$ cat src/cosim_pkg.sv
package cosim_pkg;

  localparam int DOT_W = 42;
  localparam int SQ_W = 41;
  localparam int ROOT_W = 21;
  localparam int FRAC_W = 15;
  localparam int SIM_W = 16;
  localparam int QUOT_W = 18;
  localparam int DIV_W = 60;
  localparam int DCNT_W = 5;

  typedef logic [1:0] status_t;

  localparam status_t STAT_OK = 2'd0;
  localparam status_t STAT_ZERO_NORM = 2'd1;
  localparam status_t STAT_OVERLENGTH = 2'd2;

endpackage

$ cat src/cosine_similarity_stream.sv
// Cosine similarity of two streamed vectors in signed Q1.15. Each request carries one element
// pair; the request marked last closes the vectors and yields one result, similarity in Q1.15
// plus a status (ok, zero norm, or more than MAX_LEN pairs). A single registered multiplier and
// add/compare logic do all the work under a small sequencer. An accumulated pair makes three
// passes through the multiplier and the accumulate before the next pair is taken. A last pair
// then goes through two 21-step bit-pair square roots, one multiply of the roots and an 18-step
// restoring divide, which is skipped on a zero norm or an overflow. A pair beyond MAX_LEN is not
// accumulated and the block stays ready for the next pair, or goes to the result when it closes
// the vectors. A finished result waits in the output register while the next vectors stream in.
module cosine_similarity_stream #(
  parameter int MAX_LEN = 1024,
  parameter int ELEM_WIDTH = 16
) (
  input  logic                          clk,
  input  logic                          rst,
  input  logic                          in_valid,
  output logic                          in_ready,
  input  logic signed [ELEM_WIDTH-1:0]  elem_a,
  input  logic signed [ELEM_WIDTH-1:0]  elem_b,
  input  logic                          last,
  output logic                          out_valid,
  input  logic                          out_ready,
  output logic signed [15:0]            similarity,
  output cosim_pkg::status_t            status
);
  import cosim_pkg::*;

  localparam int MW = (ELEM_WIDTH > ROOT_W + 1) ? ELEM_WIDTH : ROOT_W + 1;
  localparam int CW = $clog2(MAX_LEN + 1);

  localparam logic [3:0] S_IDLE     = 4'd0;
  localparam logic [3:0] S_MAC_AB   = 4'd1;
  localparam logic [3:0] S_MAC_AA   = 4'd2;
  localparam logic [3:0] S_MAC_BB   = 4'd3;
  localparam logic [3:0] S_MAC_END  = 4'd4;
  localparam logic [3:0] S_ROOT_A   = 4'd5;
  localparam logic [3:0] S_ROOT_B   = 4'd6;
  localparam logic [3:0] S_MUL_R    = 4'd7;
  localparam logic [3:0] S_DIV_LOAD = 4'd8;
  localparam logic [3:0] S_DIV      = 4'd9;
  localparam logic [3:0] S_FINISH   = 4'd10;

  logic [3:0] state;

  logic signed [ELEM_WIDTH-1:0] a_val;
  logic signed [ELEM_WIDTH-1:0] b_val;
  logic                         last_val;

  logic [DOT_W-1:0] dot_sum;
  logic [SQ_W-1:0]  square_sum_a;
  logic [SQ_W-1:0]  square_sum_b;
  logic [CW-1:0]    pair_count;
  logic             too_long;

  logic signed [MW-1:0]   mul_x;
  logic signed [MW-1:0]   mul_y;
  logic signed [2*MW-1:0] prod;

  logic [SQ_W-1:0]   rx;
  logic [DOT_W-1:0]  rr;
  logic [SQ_W-1:0]   rbit;
  logic [DOT_W:0]    rsum;
  logic              rtake;
  logic [SQ_W-1:0]   rx_next;
  logic [DOT_W-1:0]  rr_next;
  logic [ROOT_W-1:0] root_a;
  logic [ROOT_W-1:0] root_b;

  logic [DIV_W-1:0]  rem;
  logic [DIV_W-1:0]  dsh;
  logic [QUOT_W-1:0] quot;
  logic [DCNT_W-1:0] dcnt;
  logic              dtake;
  logic              dovf;

  logic              neg;
  logic [DOT_W-1:0]  mag;
  logic [SIM_W-1:0]  sim_value;
  status_t           stat;

  logic accept;
  logic out_free;

  assign in_ready = (state == S_IDLE) && !rst;
  assign accept = in_valid && in_ready;
  assign out_free = !out_valid || out_ready;

  always_comb begin
    unique case (state)
      S_MAC_AB: begin
        mul_x = MW'(a_val);
        mul_y = MW'(b_val);
      end
      S_MAC_AA: begin
        mul_x = MW'(a_val);
        mul_y = MW'(a_val);
      end
      S_MAC_BB: begin
        mul_x = MW'(b_val);
        mul_y = MW'(b_val);
      end
      default: begin
        mul_x = MW'(root_a);
        mul_y = MW'(root_b);
      end
    endcase
  end

  always_ff @(posedge clk) begin
    prod <= mul_x * mul_y;
  end

  always_comb begin
    rsum = (DOT_W + 1)'(rr) + (DOT_W + 1)'(rbit);
    rtake = (DOT_W + 1)'(rx) >= rsum;
    rx_next = rtake ? (rx - rsum[SQ_W-1:0]) : rx;
    rr_next = rtake ? ((rr >> 1) + DOT_W'(rbit)) : (rr >> 1);
  end

  assign dtake = rem >= dsh;
  assign neg = dot_sum[DOT_W-1];
  assign mag = neg ? (DOT_W'(0) - dot_sum) : dot_sum;

  // The quotient cannot fit the divide when the magnitude reaches eight times the root product.
  assign dovf = (DOT_W + 3)'(mag) >= {prod[DOT_W-1:0], 3'b000};

  always_comb begin
    if (stat != STAT_OK) begin
      sim_value = '0;
    end else if (neg) begin
      if (quot > QUOT_W'(32768)) begin
        sim_value = SIM_W'(32768);
      end else begin
        sim_value = SIM_W'(QUOT_W'(0) - quot);
      end
    end else begin
      if (quot > QUOT_W'(32767)) begin
        sim_value = SIM_W'(32767);
      end else begin
        sim_value = quot[SIM_W-1:0];
      end
    end
  end

  always_ff @(posedge clk) begin
    if (accept) begin
      a_val <= elem_a;
      b_val <= elem_b;
      last_val <= last;
    end

    unique case (state)
      S_MAC_END: begin
        rx <= square_sum_a;
        rr <= '0;
        rbit <= SQ_W'(1) << (SQ_W - 1);
      end
      S_ROOT_A: begin
        if (rbit[0]) begin
          root_a <= rr_next[ROOT_W-1:0];
          rx <= square_sum_b;
          rr <= '0;
          rbit <= SQ_W'(1) << (SQ_W - 1);
        end else begin
          rx <= rx_next;
          rr <= rr_next;
          rbit <= rbit >> 2;
        end
      end
      S_ROOT_B: begin
        rx <= rx_next;
        rr <= rr_next;
        rbit <= rbit >> 2;
        if (rbit[0]) begin
          root_b <= rr_next[ROOT_W-1:0];
        end
      end
      S_DIV_LOAD: begin
        rem <= DIV_W'({mag, FRAC_W'(0)});
        dsh <= DIV_W'({prod[DOT_W-1:0], (QUOT_W - 1)'(0)});
        dcnt <= DCNT_W'(QUOT_W - 1);
        quot <= {QUOT_W{dovf}};
      end
      S_DIV: begin
        if (dtake) begin
          rem <= rem - dsh;
        end
        quot <= {quot[QUOT_W-2:0], dtake};
        dsh <= dsh >> 1;
        dcnt <= dcnt - 1'b1;
      end
      default: begin
      end
    endcase
  end

  always_ff @(posedge clk) begin
    if (rst) begin
      state <= S_IDLE;
      dot_sum <= '0;
      square_sum_a <= '0;
      square_sum_b <= '0;
      pair_count <= '0;
      too_long <= 1'b0;
      stat <= STAT_OK;
      out_valid <= 1'b0;
      similarity <= '0;
      status <= STAT_OK;
    end else begin
      if (out_valid && out_ready && state != S_FINISH) begin
        out_valid <= 1'b0;
      end
      unique case (state)
        S_IDLE: begin
          if (accept) begin
            if (pair_count < CW'(MAX_LEN)) begin
              pair_count <= pair_count + 1'b1;
              state <= S_MAC_AB;
            end else begin
              too_long <= 1'b1;
              if (last) begin
                stat <= STAT_OVERLENGTH;
                state <= S_FINISH;
              end
            end
          end
        end
        S_MAC_AB: begin
          state <= S_MAC_AA;
        end
        S_MAC_AA: begin
          dot_sum <= dot_sum + prod[DOT_W-1:0];
          state <= S_MAC_BB;
        end
        S_MAC_BB: begin
          square_sum_a <= square_sum_a + prod[SQ_W-1:0];
          state <= S_MAC_END;
        end
        S_MAC_END: begin
          square_sum_b <= square_sum_b + prod[SQ_W-1:0];
          if (last_val) begin
            stat <= STAT_OK;
            state <= S_ROOT_A;
          end else begin
            state <= S_IDLE;
          end
        end
        S_ROOT_A: begin
          if (rbit[0]) begin
            state <= S_ROOT_B;
          end
        end
        S_ROOT_B: begin
          if (rbit[0]) begin
            state <= S_MUL_R;
          end
        end
        S_MUL_R: begin
          state <= S_DIV_LOAD;
        end
        S_DIV_LOAD: begin
          if (root_a == '0 || root_b == '0) begin
            stat <= STAT_ZERO_NORM;
            state <= S_FINISH;
          end else if (dovf) begin
            state <= S_FINISH;
          end else begin
            state <= S_DIV;
          end
        end
        S_DIV: begin
          if (dcnt == '0) begin
            state <= S_FINISH;
          end
        end
        S_FINISH: begin
          if (out_free) begin
            out_valid <= 1'b1;
            similarity <= sim_value;
            status <= stat;
            dot_sum <= '0;
            square_sum_a <= '0;
            square_sum_b <= '0;
            pair_count <= '0;
            too_long <= 1'b0;
            state <= S_IDLE;
          end
        end
        default: begin
          state <= S_IDLE;
        end
      endcase
    end
  end

endmodule

$ cat config.mk
export PLATFORM = sky130hd
export DESIGN_NAME = cosine_similarity_stream
export DESIGN_NICKNAME = d
export VERILOG_FILES = /design/src/cosim_pkg.sv /design/src/cosine_similarity_stream.sv
export SDC_FILE = /design/constraint.sdc
export NUM_CORES = 2
export LEC_CHECK = 0
export ABC_AREA = 1
export BUFFER_PORTS_ARGS = -buffer_cell sky130_fd_sc_hd__buf_2
export CAP_MARGIN = 20
export CORE_ASPECT_RATIO = 1.75
export CORE_MARGIN = 10
export CORE_UTILIZATION = 49
export DETAILED_ROUTE_END_ITERATION = 10
export RECOVER_POWER = 50
export SYNTH_ARGS = -nofsm -noshare
export SYNTH_HDL_FRONTEND = slang
export SYNTH_SLANG_ARGS = --single-unit
export TNS_END_PERCENT = 20
$ cat constraint.sdc
create_clock -name clk -period 9.3 [get_ports clk]
set_clock_uncertainty 0.05 [all_clocks]
set_input_delay 1.86 -clock clk [delete_from_list [all_inputs] [get_ports clk]]
set_output_delay 1.86 -clock clk [all_outputs]
set_load 0.05 [all_outputs]
-- Word-level counts from Yosys, hierarchy flattened
Index checks and enable logic that the tools add are counted.
- register bits: 544
- output and inout port bits: 20
- $lt $le $gt $ge: 6
- multipliers: 1
- $add $sub $neg: 11
- equal/unequal tests: 23
- mux-type cells: 49
- reductions and logical operators: 32
- operators with widths (kind ; count):
    case mux 41 bit (3 select lines) ; 2
    case mux 60 bit (2 select lines) ; 2
    two-way mux 42 bit ; 4
    two-way mux 41 bit ; 4
    case mux 41 bit (2 select lines) ; 2
    case mux 42 bit (3 select lines) ; 1
    case mux 22 bit (2 select lines) ; 2
    case mux 42 bit (2 select lines) ; 1
    adder 41 bit ; 2
    two-way mux 16 bit ; 4
    >= comparator 60 bit ; 1
    two-way mux 60 bit ; 1
    subtractor 60 bit ; 1
    >= comparator 42 x 45 -> 1 bit ; 1
    case mux 4 bit (11 select lines) ; 1
    adder 42 x 41 -> 43 bit ; 1
    >= comparator 41 x 43 -> 1 bit ; 1
    adder 41 x 41 -> 42 bit ; 1
    adder 42 bit ; 1
    logical NOT 21 bit ; 2
    multiplier 22 x 22 -> 42 bit ; 1
    subtractor 1 x 42 -> 42 bit, first input constant ; 1
    subtractor 41 bit ; 1
    case mux 18 bit (2 select lines) ; 1
    33 further kinds ; 83

-- Logic depth before layout (Yosys ltp)
- depth after elaboration: 6
- gate-level depth with buffers: 38
- gate-level depth less buffers: 35

-- Worst setup path before layout
OpenSTA, ideal clock, no wires.
- kind: register -> register
- start point: register state[0]
- end point: register prod[37]
- stages on the path, launching flop included: 33
- required time: 9.130 ns
- arrival: 7.075 ns
- clock period less this slack: 7.245 ns
- path slack: 2.055 ns
- cell sequence: dfxtp_1 buf_4 nor2_4 nor2_1 inv_1 buf_2 a221oi_1 a21oi_1 inv_1 buf_2 nor2_1 fa_1 inv_1 fa_1 inv_1 fa_1 fa_1 fa_1 fa_1 inv_1 fa_1 inv_1 ha_1 clkbuf_1 nand2_1 nor2_1 inv_1 nor3_1 and3_1 a21oi_1 o21bai_1 a21oi_1 xnor2_1
- word-level cells in the longest chain between the ends: 4
- elaborated cells between the ends (all ways): 8
- ends and longest elaborated chain (item ; RTL line ; RTL):
    start: declaration ; cosine_similarity_stream.sv:43 ; logic [3:0] state;
    start signal: assignment ; cosine_similarity_stream.sv:199 ; state <= S_IDLE;
    start signal: assignment ; cosine_similarity_stream.sv:218 ; state <= S_MAC_AB;
    start signal: assignment ; cosine_similarity_stream.sv:223 ; state <= S_FINISH;
    == test 4 x 2 -> 1 bit or == test 4 x 1 -> 1 bit (tied branches) ; cosine_similarity_stream.sv:89 ; unique case (state)
    OR reduction 2 bit (no line) ; n/a ;
    case mux 22 bit (2 select lines) ; cosine_similarity_stream.sv:89 ;
    multiplier 22 x 22 -> 42 bit (*) ; cosine_similarity_stream.sv:110 ; prod <= mul_x * mul_y;
    end signal: assignment ; cosine_similarity_stream.sv:110 ;
    end: declaration ; cosine_similarity_stream.sv:57 ; logic signed [2*MW-1:0] prod;
Every way passes the cells marked *; elsewhere a longest branch is shown, timed or not.
A chain may end at the register's enable or synchronous reset.

-- Worst setup path after layout
- start point: register state[1]
- end point: register prod[39]
The elaborated chain is that of the path after synthesis.

==> flow_summary.yaml <==
status:
  outcome: "finished with violations"
  violations: "max-capacitance violations, max-slew violations"
sta:
  slew_headroom_pct: -160
  report.final.slew_viol_count: 738
  fin_crit_ps: 8850
  tns_ps: 0
  setup_viol: 0
  whs_ps: 414
  hold_viol_final: 0
  fmax_ghz: 0.113
  rsz0062_at_grt: "false"
  fin_crit_sh_pct: 95.1
  worst_pin_slew_ps: 3890
routing:
  wl_per_cell_um: 24.3
  wl_mm: 245
  drt_iter0_markers: 4443
  postRouteAntennaNets: 0
  drc: 0
  via_count: 57000
  dr.pass1.iters: 7
  vias_per_cell: 5.66
worst_setup_path:
  path_max_fanout: 21
  cpMaxStageDelayCell: "inv_1"
  cp-start-kind: "flip-flop"
  crit_type: "flip-flop to flip-flop"
  r2r_end: "prod[39]$_DFF_P_"
  crit_path_max_incr_delay_ps: 610
  r2r_setup_slack_ps: 450
  worstReg2RegStart: "state[1]$_SDFFE_PP0P_"
  crit_required_ps: 9810
  arrival_ps: 9360
  reg2reg_depth: 30
  end_kind: "flip-flop"
  cp-startpoint: "state[1]$_SDFFE_PP0P_"
floorplan:
  die_h_um: 484
  die_area_mm2: 0.138
  core_mm2: 0.123
  die_w_um: 285
  rows: 170
  io_pins: 57
  start_util_pct: 49.2
global_routing:
  antenna_found_initial: 7
  grt_max_degree: 75
  grt_pass1_wl_mm: 362
  grt_pass1_vias: 58800
  grt_use_total_pct: 34.9
  overflow: 0
placed_design:
  portBuffers: 56
  dpl.hpwl_mm: 201
  place_congestion: 1.11
  place_inst: 9961
clock_tree:
  cts_root_buf: "clkbuf_16"
  cts_buffers: 53
  cts_tree: "done"
  htreeDepth: 2
  clock_path_buffers: 3
  clock_sinks: 523
  ctsHoldBuffers: 0
  clk_pin_slew_worst_paths_ps: 70
  clk_latency_ps: 690
logic_synthesis:
  async_flop_share_pct: 0
  synth_ff_type: "edfxtp_1"
  seq_area_frac_synth_pct: 22.7
  synth_warnings: 0
  synth_edf_count: 321
  synth_cells: 8397
  ys_ff_latch: 523
  synthesis.area_mm2: 0.0603
  syn_nets: 9363
  synth_cell_types: 64
  post_synth.cell_area_avg_um2: 7.18
cells_and_area:
  final_cell_mix: "1736 x nand2_1, 1550 x inv_1, 955 x nor2_1, 734 x a21oi_1, 496 x o21ai_0"
  drive_gt1_share_pct: 3.82
  seqCellArea_mm2: 0.0137
  fin_nets: 9353
  final_common_cell: "nand2_1"
  multi_input_area_mm2: 0.0398
  fillers: 12400
  area_growth_pct: 6.52
  fin_cells: 10100
flow_run:
  cap_viol_max_count: 15
worst_hold_path:
  worstHoldStart: "similarity[4]$_SDFFE_PP0P_"
  worst_hold_path.endpoint: "similarity[4]$_SDFFE_PP0P_"
  hold_path.class: "flip-flop to flip-flop"
  hold_path_depth: 2
==> final cells by class <==
class	instances	share of cell area (%)
Clock inverter	32	0.655
Multi-Input combinational cell	6103	62.1
Antenna cell	13	0.0507
Clock buffer	67	2.33
Tap cell	1634	3.19
Sequential cell	523	21.3
Timing Repair Buffer	131	1.19
Inverter	1575	9.22
==> Yosys cell counts (95+ instances only) <==
library cell / n / share of area [%]
clkbuf_1: 115 / 0.72
fa_1: 490 / 16
nand3_1: 345 / 2.9
o21ai_0: 497 / 4.1
nand4_1: 95 / 0.99
xor2_1: 124 / 1.8
inv_1: 1549 / 9.6
nand2_1: 1737 / 11
edfxtp_1: 321 / 16
dfxtp_1: 202 / 6.7
nor2_1: 960 / 6.0
ha_1: 439 / 9.1
a21oi_1: 736 / 6.1
==> repair_timing <==
item	in CTS	in global routing
setup buffers	0	3
endpoints found under the setup margin	0	7
gates resized for setup	0	6
==> worst max path at each step <==
stage,end,slack (ps),cells after the start
after detailed placement,prod[38]$_DFF_P_,300,28
after CTS,prod[38]$_DFF_P_,210,28
after global placement,prod[38]$_DFF_P_,370,28
after floorplan,prod[37]$_DFF_P_,2050,32
after global routing,prod[39]$_DFF_P_,100,30
final,prod[39]$_DFF_P_,450,30
==> metal layers <==
metal	up-vias	track usage [%]	share of wire, %
met5	-	0	0.0053
met4	2	31.3	11
met1	27100	34.5	34
li1	27000	-	-
met3	822	5.06	5.6
met2	2153	62.3	50
==> metrics by stage <==
step / worst slack, ps / util (%) / instance area, um2
2_1_floorplan: 2050 / - / 60300
3_3_place_gp: 368 / 50.8 / 62300
3_5_place_dp: 297 / 50.9 / 62300
4_1_cts: 211 / 52.4 / 64200
5_1_grt: 102 / 52.4 / 64200
6_report: 452 / 52.4 / 64200
==> state kept, by name (all words and copies together), names as in the netlist <==
register	count
out_valid	1
dot_sum	42
rbit	21
b_val	16
similarity	16
rem	60
last_val	1
rx	41
a_val	16
root_a	21
stat	2
rr	42
square_sum_a	41
dsh	59
pair_count	11
prod	42
root_b	21
square_sum_b	41
quot	18
state	4
status	2
dcnt	5
==> worst max-delay path: cells and delay by family, from the launching register on <==
kind                     cells  cell delay [ps]
adder cells (fa/ha/maj)      8             4060
buffers and inverters        9             1590
AND/OR/NAND/NOR              9             1430
AO/OA/AOI/OAI                3              870
flip-flops                   1              560
XOR/XNOR                     1              150
==> cells by family (layout without fill, tap and decap cells) <==
group | after synthesis | after routing | share of synthesized area [%]
mux | 1 | 1 | 0.0166
fa+ha+maj | 929 | 929 | 25.4
simple gates | 3387 | 3387 | 23.2
xor+xnor | 212 | 212 | 3.08
flops | 523 | 523 | 22.7
other cells | 0 | 13 | 0
buf+inv | 1771 | 1805 | 11.3
compound gates | 1574 | 1574 | 14.3
Power is not shown: default switching activity piles up to over one toggle a cycle in this logic, so the estimate is an artifact.
